<file path="src/design/rmt_pkg.sv">
package rmt_pkg;

  localparam int SAMPLE_W     = 32;
  localparam int MEDIAN_W     = 33;
  localparam int COUNT_W      = 9;
  localparam int CAPACITY_DEF = 256;

  // Read address sources
  typedef enum logic [1:0] {
    RA_CNT_M1,
    RA_POS_M2,
    RA_LO,
    RA_HI
  } rd_sel_t;

  // Write address sources
  typedef enum logic {
    WA_COUNT,
    WA_POS
  } wa_sel_t;

  // Write data sources
  typedef enum logic {
    WD_SAMPLE,
    WD_SHIFT
  } wd_sel_t;

  typedef struct packed {
    logic    load_sample;
    logic    pos_dec;
    logic    rd_en;
    rd_sel_t rd_sel;
    logic    wr_en;
    wa_sel_t wa_sel;
    wd_sel_t wd_sel;
    logic    count_inc;
    logic    cap_lo;
    logic    load_out;
  } rmt_cmd_t;

  typedef struct packed {
    logic full;
    logic empty;
    logic gt;
    logic pos_one;
    logic out_busy;
  } rmt_status_t;

endpackage

</file>
<file path="src/design/rmt_ctrl.sv">
module rmt_ctrl import rmt_pkg::*; (
  input  logic        clk,
  input  logic        rst,
  input  logic        in_valid,
  output logic        in_ready,
  input  rmt_status_t status,
  output rmt_cmd_t    cmd
);

  localparam logic [2:0] S_IDLE   = 3'd0;
  localparam logic [2:0] S_SHIFT  = 3'd1;
  localparam logic [2:0] S_INSERT = 3'd2;
  localparam logic [2:0] S_MED_LO = 3'd3;
  localparam logic [2:0] S_MED_HI = 3'd4;
  localparam logic [2:0] S_FINISH = 3'd5;

  logic [2:0] state;
  logic [2:0] state_next;

  assign in_ready = (state == S_IDLE);

  always_comb begin
    state_next = state;
    cmd        = '0;
    cmd.rd_sel = RA_CNT_M1;
    cmd.wa_sel = WA_POS;
    cmd.wd_sel = WD_SAMPLE;
    unique case (state)
      S_IDLE: begin
        if (in_valid) begin
          cmd.load_sample = 1'b1;
          priority if (status.full) begin
            state_next = S_MED_LO;
          end else if (status.empty) begin
            // Write the registered sample into slot zero next cycle
            state_next = S_INSERT;
          end else begin
            cmd.rd_en  = 1'b1;
            cmd.rd_sel = RA_CNT_M1;
            state_next = S_SHIFT;
          end
        end
      end
      S_SHIFT: begin
        // Move a larger neighbor up one slot, or drop the sample in place
        cmd.wr_en = 1'b1;
        if (status.gt) begin
          cmd.wd_sel  = WD_SHIFT;
          cmd.pos_dec = 1'b1;
          if (status.pos_one) begin
            state_next = S_INSERT;
          end else begin
            cmd.rd_en  = 1'b1;
            cmd.rd_sel = RA_POS_M2;
          end
        end else begin
          cmd.count_inc = 1'b1;
          state_next    = S_MED_LO;
        end
      end
      S_INSERT: begin
        cmd.wr_en     = 1'b1;
        cmd.count_inc = 1'b1;
        state_next    = S_MED_LO;
      end
      S_MED_LO: begin
        cmd.rd_en  = 1'b1;
        cmd.rd_sel = RA_LO;
        state_next = S_MED_HI;
      end
      S_MED_HI: begin
        cmd.rd_en  = 1'b1;
        cmd.rd_sel = RA_HI;
        cmd.cap_lo = 1'b1;
        state_next = S_FINISH;
      end
      S_FINISH: begin
        // Hold until the result register is free
        if (!status.out_busy) begin
          cmd.load_out = 1'b1;
          state_next   = S_IDLE;
        end
      end
      default: state_next = S_IDLE;
    endcase
  end

  always_ff @(posedge clk) begin
    if (rst) begin
      state <= S_IDLE;
    end else begin
      state <= state_next;
    end
  end

  a_busy_after_accept: assert property (@(posedge clk) disable iff (rst)
    (in_valid && in_ready) |=> !in_ready)
    else $error("accepted a sample while busy");
  a_no_write_on_out: assert property (@(posedge clk) disable iff (rst)
    cmd.load_out |-> !cmd.wr_en)
    else $error("storage write during result load");
  a_shift_has_room: assert property (@(posedge clk) disable iff (rst)
    (state == S_SHIFT) |-> !status.full)
    else $error("shifting into full storage");

endmodule

</file>
<file path="config.mk">
export PLATFORM = sky130hd
export DESIGN_NAME = rmt_ctrl
export DESIGN_NICKNAME = d
export VERILOG_FILES = /design/src/design/rmt_pkg.sv /design/src/design/rmt_ctrl.sv
export SDC_FILE = /design/constraint.sdc
export NUM_CORES = 1
export LEC_CHECK = 0
export BUFFER_PORTS_ARGS = -buffer_cell sky130_fd_sc_hd__buf_2
export CAP_MARGIN = 30
export CELL_PAD_IN_SITES_DETAIL_PLACEMENT = 0
export CELL_PAD_IN_SITES_GLOBAL_PLACEMENT = 1
export CORE_AREA = 2 2 39 41
export DETAILED_ROUTE_END_ITERATION = 16
export DIE_AREA = 0 0 41 43
export HOLD_SLACK_MARGIN = 0.02
export PLACE_DENSITY = 0.77
export SKIP_CTS_REPAIR_TIMING = 1
export SLEW_MARGIN = 0
export SYNTH_ARGS = -nofsm -noshare
export SYNTH_HDL_FRONTEND = slang
export SYNTH_SLANG_ARGS = --single-unit
export TNS_END_PERCENT = 5
</file>
<file path="constraint.sdc">
create_clock -name clk -period 2.5 [get_ports clk]
set_input_delay 0.125 -clock clk [delete_from_list [all_inputs] [get_ports clk]]
set_output_delay 0.125 -clock clk [all_outputs]
set_load 0.02 [all_outputs]
</file>
# Yosys cells after proc, flatten, opt, wreduce, memory -nomap -nowiden
# Index checks and enable logic that the tools add are counted.
[word_totals] latchBits=0 romBits=0 word_cells=36 ramBits=0 output_inout_bits=12 in_bits=8 regBits=3 n_memories=0
[classes] div=0 shifts=0 mux=24 n_reduce_logical=3 multipliers=0 addsub=0 eq_ne=8 bitwise_logic=0 order_cmp=0
[ops] op="$mux W3" n=9
[ops] op="$pmux W3 S6" n=1
[ops] op="$pmux W3 S4" n=1
[ops] op="$mux W1" n=10
[ops] op="$eq A3 B2 Y1 const B" n=2
[ops] op="$eq A3 B3 Y1 const B" n=2
[ops] op="$mux W4" n=1
[ops] op="$ne A2 B2 Y1 const B" n=2
[ops] op="$eq A3 B1 Y1 const B" n=1
[ops] op="$logic_not A3 Y1" n=1
[ops] op="$ne A3 B3 Y1 const B" n=1
[ops] op="$reduce_and A3 Y1" n=1
[ops] op="$mux W2" n=1
[ops] op="$pmux W1 S2" n=1
[ops] op="$reduce_or A2 Y1" n=1

# Logic depth before layout (Yosys ltp)
# Gate-level depths: netlist (run 1).
[logic_depth] word_depth=4 ltp_mapped=4

# Worst setup path after synthesis (run 1)
# Ideal clock, no wire load.
[synth_timing] kind="register to output" startpoint="register state[0]" endpoint="output port cmd[9] (netlist bit)" path_slack_ns=0.922 required_time_ns=2.375 path_stages_with_launch=5 arrival_ns=1.453 path_cell_list="dfxtp_1 buf_4 or2b_1 nor3_1 buf_4"
[synth_lines] element="start, declared" line="rmt_ctrl.sv:17" text="logic [2:0] state;"
[synth_lines] element="start signal, assigned" line="rmt_ctrl.sv:92" text="state <= state_next;"
[synth_lines] element="end, declared" line="rmt_ctrl.sv:7" text="output rmt_cmd_t cmd"

==> impl_metrics.tcl, run 1 <==
set metrics [dict create \
    run_status "finished, final reports clean" \
    crit_required_ns 2.38 \
    critPathArrivalTime_ns 1.44 \
    met1_length_um 328 \
    grt_max_degree 16 \
    r2r_setup_slack_ns 1.29 \
    clkSlewWorstSetupHoldPaths_ns 0.04 \
    yosys_warnings 0 \
    worstSetupEndpointType "primary output" \
    min_from "rst" \
    cp_slowest_cell "dfxtp_1" \
    insertion_delay_ns 0.24 \
    routedWlPerCell_um 9.71 \
    drive_above_1_share_pct 36.1 \
    largest_register_ffs 3 \
    globalplace.congestion 0.784 \
    cts-root-buf "clkbuf_4" \
    critical_path_buf_inv_count 1 \
    synth_top_cell_by_area "dfxtp_1" \
    dp_hpwl_um 575 \
    min_delay_path_depth 2 \
    ys_seq_elements 3 \
    num_vias 353 \
    cts_tree "yes" \
    cp_top_family "flip-flops" \
    grtUsageTotal_pct 10.9 \
    yosysSeqAreaShare_pct 20.2 \
    fin_area_um2 408 \
    overflow 0 \
    fin_nets 70 \
    reg_top3 "state: 3 flops" \
    tns_ns 0 \
    timing.rr.start "state[0]" \
    fin_skew_ns 0.000156 \
    synth.avg_cell_area_um2 6.93 \
    nFillCells 160 \
    antenna_found_initial 0 \
    holdPathEnd "state[2]" \
    finalSetupViolCount 0 \
    whs_ns 0.0849 \
    drv_slew 0 \
    rows 14 \
    numCtsBuffers 3 \
    power_density_nw_per_um2 1150 \
    worstSetupPathType "flop to primary output" \
    syn_nets 51 \
    grt_pass1_wl_um 1270 \
    ant_nets 0 \
    synth-main-ff-cell "dfxtp_1" \
    synth_common_cells "nand2_1 (4), o21ai_0 (4)" \
    setup_slack_ns 0.937 \
    leakage_nw 0.213 \
    initial_core_util_pct 21.5 \
    synth_async_sr_flop_share_pct 0 \
    peakVddDrop_v 0.000345 \
    cts.sinks 3 \
    drt_wl_total_um 748 \
    drv_cap 0 \
    ys_types 23 \
    hold_violations 0 \
    hp-class "input pin to flop" \
    fin_crit_sh_pct 62.5 \
    max_freq_ghz 0.640 \
    path_cells "or3b_1 -> a21oi_2 -> buf_2" \
    die_w_um 41 \
    synth_edf_count 0 \
    coreArea_um2 1380 \
    dr_wl_met2_um 340 \
    synthCells 43 \
    place_ws_ns 1.18 \
    max_stage_delay_ns 0.45 \
    netlist_area_um2 298 \
    clk_path_buf_depth 2 \
    port-buffer-count 18 \
    ff2ff_path_depth 3 \
    largest_register "state" \
    rsz0062_at_grt "false" \
    io_pins 20 \
    r2r_end "state[0]" \
    drt_iter0_drc 6 \
    dr.pass1.iters 4 \
    met3_length_um 59 \
    die_area_um2 1760 \
    layout_min_cycle_time_ns 1.56 \
    first_global_vias 353 \
    placed_area_um2 382 \
    diodes 0 \
    p_total_w 0.000467 \
    start_kind "flop" \
    drc 0 \
    die_y_um 43 \
    viasPerCell 4.58 \
    top_layer "met4" \
    path_max_fanout 10 \
    synth_top_cell_area_share_pct 20.2 \
    synthTopCellsByArea "dfxtp_1 (20%), buf_4 (7.6%), o21ai_0 (6.7%)" \
    h-tree-depth 1 \
    synthToLayoutAreaGrowth_pct 37.0 \
]
[final cells by class]
type	instances	area [µm²]	share of cell area, %
Clock buffer	4	26.3	6.44
Multi-Input combinational cell	33	200	49.1
Tap cell	16	20.0	4.91
Timing Repair Buffer	18	90.1	22.1
Inverter	3	11.3	2.76
Sequential cell	3	60.1	14.7
[per-layer routing]
metal | up-vias | track usage (%)
met2 | 15 | 16.3
met5 | - | 0
met3 | 2 | 3.66
li1 | 184 | -
met4 | 0 | 10.0
met1 | 152 | 11.2
[worst register-to-register path: stages (launching register included)]
cell and delay, ns:
dfxtp_1 0.45, or3b_1 0.39, a21oi_2 0.17, a32o_1 0.14
[kinds of logic (layout without fill, tap and decap cells)]
| logic type | count (synthesis) | count (layout) | synth area share (%) |
|---|---|---|---|
| other | 1 | 1 | 1.26 |
| DFF | 3 | 3 | 20.2 |
| buffers and inverters | 7 | 25 | 12.6 |
| AOI/OAI and AO/OA | 11 | 11 | 25.2 |
| and+or+nand+nor | 21 | 21 | 40.8 |
[placed cells by master (no fill, tap or decap), types with 2 or more instances in the layout]
cell type	n
nand3b_1	2
clkbuf_4	3
nor2_1	3
buf_2	18
nor3_1	2
or2b_1	2
inv_1	3
a21oi_1	2
o21ai_0	4
nor3b_1	2
nand2b_1	2
nand2_1	4
dfxtp_1	3
[worst max path at each step]
stage,startpoint,endpoint,slack (ns),cells past startpoint
6_report,state[0],cmd[2],0.94,3
5_1_grt,state[0],cmd[6],0.85,3
4_1_cts,state[0],cmd[6],0.92,3
3_5_place_dp,state[0],cmd[6],1.18,3
3_3_place_gp,state[0],cmd[6],1.21,3
2_1_floorplan,state[0],cmd[9],0.92,4
[stage by stage]
| stage | utilization, % | cells |
|---|---|---|
| 2_1_floorplan | - | 43 |
| 3_3_place_gp | 27.6 | 73 |
| 3_5_place_dp | 27.6 | 73 |
| 4_1_cts | 29.5 | 77 |
| 5_1_grt | 29.5 | 77 |
| 6_report | 29.5 | 77 |
[where the power goes]
group | switching (W) | internal [W]
registers | 0.0000385 | 0.0000652
clock network | 0.0000294 | 0.0000601
logic | 0.000165 | 0.000109
No activity file was read; power rests on OpenSTA's default activity.
==> inputs of run 2 (changes only) <==
- CORE_AREA: 2 2 39 41 -> unset
- CORE_MARGIN: unset -> 1.5
- CORE_UTILIZATION: unset -> 22
- DIE_AREA: 0 0 41 43 -> unset
- PLACE_DENSITY: 0.77 -> 0.78
- clock period: 2.5 -> 1.26 ns (I/O delays scaled with it)
==> impl_metrics.tcl, run 2 (same netlist as run 1, synthesis figures left out) <==
set metrics [dict create \
    run_status "finished with violations" \
    failed_checks "setup timing" \
    routedWlPerCell_um 10.2 \
    drt_iter0_drc 5 \
    final_common_cell "buf_4" \
    worstSetupEndpointType "primary output" \
    final_cell_mix "buf_4 (13), buf_2 (9)" \
    ant_nets 0 \
    grt_max_degree 8 \
    fin_skew_ns 0.00570 \
    antenna_found_initial 0 \
    drive_above_1_share_pct 56.1 \
    globalplace.congestion 0.793 \
    first_global_vias 305 \
    finalSetupViolCount 3 \
    layout_min_cycle_time_ns 1.35 \
    rows 13 \
    worstSetupPathType "flop to primary output" \
    internal_power_w 0.000652 \
    critPathArrivalTime_ns 1.29 \
    leakage_nw 0.260 \
    power_frac_comb_pct 69.5 \
    fin_crit_sh_pct 107 \
    start_kind "flop" \
    dr.pass1.iters 4 \
    fin_area_um2 522 \
    peakVddDrop_v 0.000835 \
    die_y_um 39.8 \
    crit_required_ns 1.20 \
    power_frac_seq_pct 16.3 \
    largest_register_ffs 3 \
    drt_wl_total_um 827 \
    grt_pass1_wl_um 1240 \
    insertion_delay_ns 0.23 \
    rsz0062_at_grt "true" \
    grtUsageTotal_pct 11.9 \
    placed_area_um2 430 \
    diodes 0 \
    num_vias 367 \
    hp-class "input pin to flop" \
    viasPerCell 4.53 \
    clkSlewWorstSetupHoldPaths_ns 0.04 \
    dp_hpwl_um 659 \
    numCtsBuffers 3 \
    power_density_nw_per_um2 2250 \
    power.net_switching_w 0.000521 \
    port-buffer-count 18 \
    cts_tree "yes" \
    drv_cap 0 \
    max_freq_ghz 0.739 \
    io_pins 20 \
    coreArea_um2 1280 \
    reg_top3 "state: 3 flops" \
    cts-root-buf "clkbuf_4" \
    clk_path_buf_depth 2 \
    fin_nets 75 \
    drc 0 \
    path_max_fanout 7 \
    die_area_um2 1580 \
    h-tree-depth 1 \
    swShare_pct 44.4 \
    initial_core_util_pct 23.2 \
    synthToLayoutAreaGrowth_pct 75.2 \
    tns_ns -0.161 \
    cts.sinks 3 \
    hold_violations 0 \
    drv_slew 0 \
    overflow 0 \
    p_clk_share_pct 14.2 \
    die_w_um 39.8 \
    setup_slack_ns -0.0934 \
    largest_register "state" \
]
[run 2: cell count changes in the layout (fill, tap and decap cells not counted), sizes merged]
cell  change
buf       +5
[run 2: layer usage]
layer	vias to the layer above	GRT usage (%)	wire length, µm
met5	-	0	0
met4	0	7.76	0
met3	0	2.27	42
met2	12	17.2	436
met1	160	15.6	348
li1	195	-	-
[run 2: power by group through the flow]
stage | sequential, W | clock [W] | combinational, W
after global placement | 0.000173 | 0 | 0.000655
final | 0.000191 | 0.000167 | 0.000815
after floorplan | 0.000157 | 0 | 0.000466
after CTS | 0.000175 | 0.000175 | 0.000658
after global routing | 0.000200 | 0.000185 | 0.000878
after detailed placement | 0.000176 | 0 | 0.000654
[run 2: path summary, 6_finish.rpt]
kind	slack, ns	cells past startpoint	to	startpoint
worst max-delay path	-0.09	3	cmd[6]	state[0]
worst min-delay path	0.03	2	state[2]	rst
worst max register to register	0.14	3	state[0]	state[2]
worst min register to register	0.58	2	state[2]	state[1]
[run 2: layout make-up]
| cell class | instances | area, µm² |
|---|---|---|
| fillers | 147 | 763 |
| multi-input cells | 33 | 246 |
| repair buffers | 23 | 154 |
| flip-flops and latches | 3 | 65.1 |
| clock buffers | 4 | 26.3 |
| well taps | 15 | 18.8 |
| inverters | 3 | 11.3 |
[run 2: worst max-delay path, cell delays in order, from the launching register on]
cell	delay (ns)
dfxtp_4	0.36
or2b_4	0.29
o41ai_2	0.21
buf_4	0.19
[run 2: metrics by stage]
step	hold WS, ns	setup slack, ns	total power [W]	util, %	std cells
after floorplan	0.132	-0.0823	0.000623	-	43
after global placement	0.279	0.104	0.000829	33.5	77
after detailed placement	0.280	0.0925	0.000830	33.5	77
after CTS	0.0297	-0.169	0.00101	35.5	81
after global routing	0.0368	-0.141	0.00126	40.6	81
final	0.0338	-0.0934	0.00117	40.6	81
==> inputs of run 3 (changes only) <==
- REMOVE_ABC_BUFFERS: unset -> 1
==> impl_metrics.tcl, run 3 (same netlist as run 1, synthesis figures left out) <==
set metrics [dict create \
    run_status "finished with violations" \
    failed_checks "setup timing" \
    min_delay_path_depth 2 \
    insertion_delay_ns 0.23 \
    coreArea_um2 1280 \
    die_area_um2 1580 \
    critical_path_buf_inv_count 1 \
    peakVddDrop_v 0.000857 \
    timing.rr.start "state[2]" \
    leakage_nw 0.253 \
    final_cell_mix "buf_2 (11), buf_4 (11), nand2_1 (3), o21ai_0 (3), clkbuf_4 (3)" \
    rsz0062_at_grt "true" \
    routedWlPerCell_um 9.84 \
    globalplace.congestion 0.716 \
    max_freq_ghz 0.756 \
    first_global_vias 312 \
    whs_ns 0.0365 \
    numCtsBuffers 3 \
    fin_nets 74 \
    cts_tree "yes" \
    r2r_setup_slack_ns 0.14 \
    hp-class "input pin to flop" \
    setup_slack_ns -0.0632 \
    drc 0 \
    synthToLayoutAreaGrowth_pct 68.9 \
    dp_hpwl_um 605 \
    setup.worst_path.end "cmd[6]" \
    start_kind "flop" \
    clkSlewWorstSetupHoldPaths_ns 0.04 \
    critPathArrivalTime_ns 1.26 \
    grt_pass1_wl_um 1200 \
    hold_violations 0 \
    max_stage_delay_ns 0.35 \
    grtUsageTotal_pct 11.7 \
    largest_register_ffs 3 \
    r2r_end "state[0]" \
    drt_wl_total_um 787 \
    cp.depth 3 \
    reg_top3 "state: 3 flops" \
    fin_crit_sh_pct 105 \
    clk_path_buf_depth 2 \
    ff2ff_path_depth 2 \
    path_cells "or2b_4 -> o41ai_4 -> buf_4" \
    h-tree-depth 1 \
    viasPerCell 4.70 \
    final_core_util_pct 39.1 \
    cp_slowest_cell "dfxtp_4" \
    drv_cap 0 \
    crit_start "state[0]" \
    rows 13 \
    worstSetupEndpointType "primary output" \
    die_y_um 39.8 \
    num_vias 376 \
    cp_top_family "flip-flops" \
    power_density_nw_per_um2 2250 \
    io_pins 20 \
    initial_core_util_pct 23.2 \
    cts-root-buf "clkbuf_4" \
    worstSetupPathType "flop to primary output" \
    cts.sinks 3 \
    antenna_found_initial 0 \
    drv_slew 0 \
    die_w_um 39.8 \
    drive_above_1_share_pct 55.4 \
    layout_min_cycle_time_ns 1.32 \
    finalSetupViolCount 3 \
    path_max_fanout 6 \
    dr.pass1.iters 2 \
    drt_iter0_drc 2 \
    ant_nets 0 \
    diodes 0 \
    fin_skew_ns 0.00391 \
    grt_max_degree 15 \
    crit_required_ns 1.20 \
    largest_register "state" \
    overflow 0 \
    port-buffer-count 18 \
]
run 3: changes by cell type in the layout (fill, tap and decap cells not counted), sizes merged:
| cell | change |
|---|---|
| buf | -1 |
run 3: stage by stage:
| step | TNS (ns) | setup slack, ns | cells | power [W] | instance area (µm²) |
|---|---|---|---|---|---|
| 4_1_cts | -1.04 | -0.203 | 80 | 0.000999 | 437 |
| 2_1_floorplan | -1.05 | -0.346 | 39 | 0.000572 | 272 |
| 3_5_place_dp | 0 | 0.0488 | 76 | 0.000823 | 410 |
| 3_3_place_gp | 0 | 0.0755 | 76 | 0.000815 | 410 |
| 5_1_grt | -0.605 | -0.105 | 80 | 0.00122 | 503 |
| 6_report | -0.157 | -0.0632 | 80 | 0.00113 | 503 |
run 3: where the power goes:
group	leakage, nW	switching (W)	total (W)	internal, W
clock	0.0150	0.0000474	0.000166	0.000118
combinational	0.212	0.000402	0.000761	0.000358
sequential	0.0261	0.0000591	0.000203	0.000144
total	0.253	0.000509	0.00113	0.000621
run 3: worst register-to-register path, delay by kind of cell (launching register included):
kind           cells  cell delay [ns]
AO/OA/AOI/OAI      2             0.65
flip-flops         1             0.40
run 3: how the worst min path moves through the flow:
| stage | startpoint | to | slack, ns |
|---|---|---|---|
| after floorplan | rst | state[2] | 0.13 |
| after global placement | rst | state[2] | 0.28 |
| after detailed placement | rst | state[2] | 0.29 |
| after CTS | rst | state[2] | 0.04 |
| after global routing | rst | state[2] | 0.04 |
| final | rst | state[2] | 0.04 |
run 3: metal layers:
layer | part of all wire [%] | global-route usage [%] | up-vias | wire length [µm]
met2 | 47 | 18.0 | 12 | 367
li1 | - | - | 194 | -
met3 | 4.7 | 5.11 | 0 | 37
met4 | 0 | 5.17 | 0 | 0
met5 | 0 | 0 | - | 0
met1 | 49 | 13.7 | 170 | 382
run 3: layout make-up:
type / count / area (µm²)
clock buffers: 4 / 26.3
fillers: 145 / 782
inverters: 3 / 11.3
multi-input cells: 33 / 243
flip-flops and latches: 3 / 66.3
well taps: 15 / 18.8
repair buffers: 22 / 138
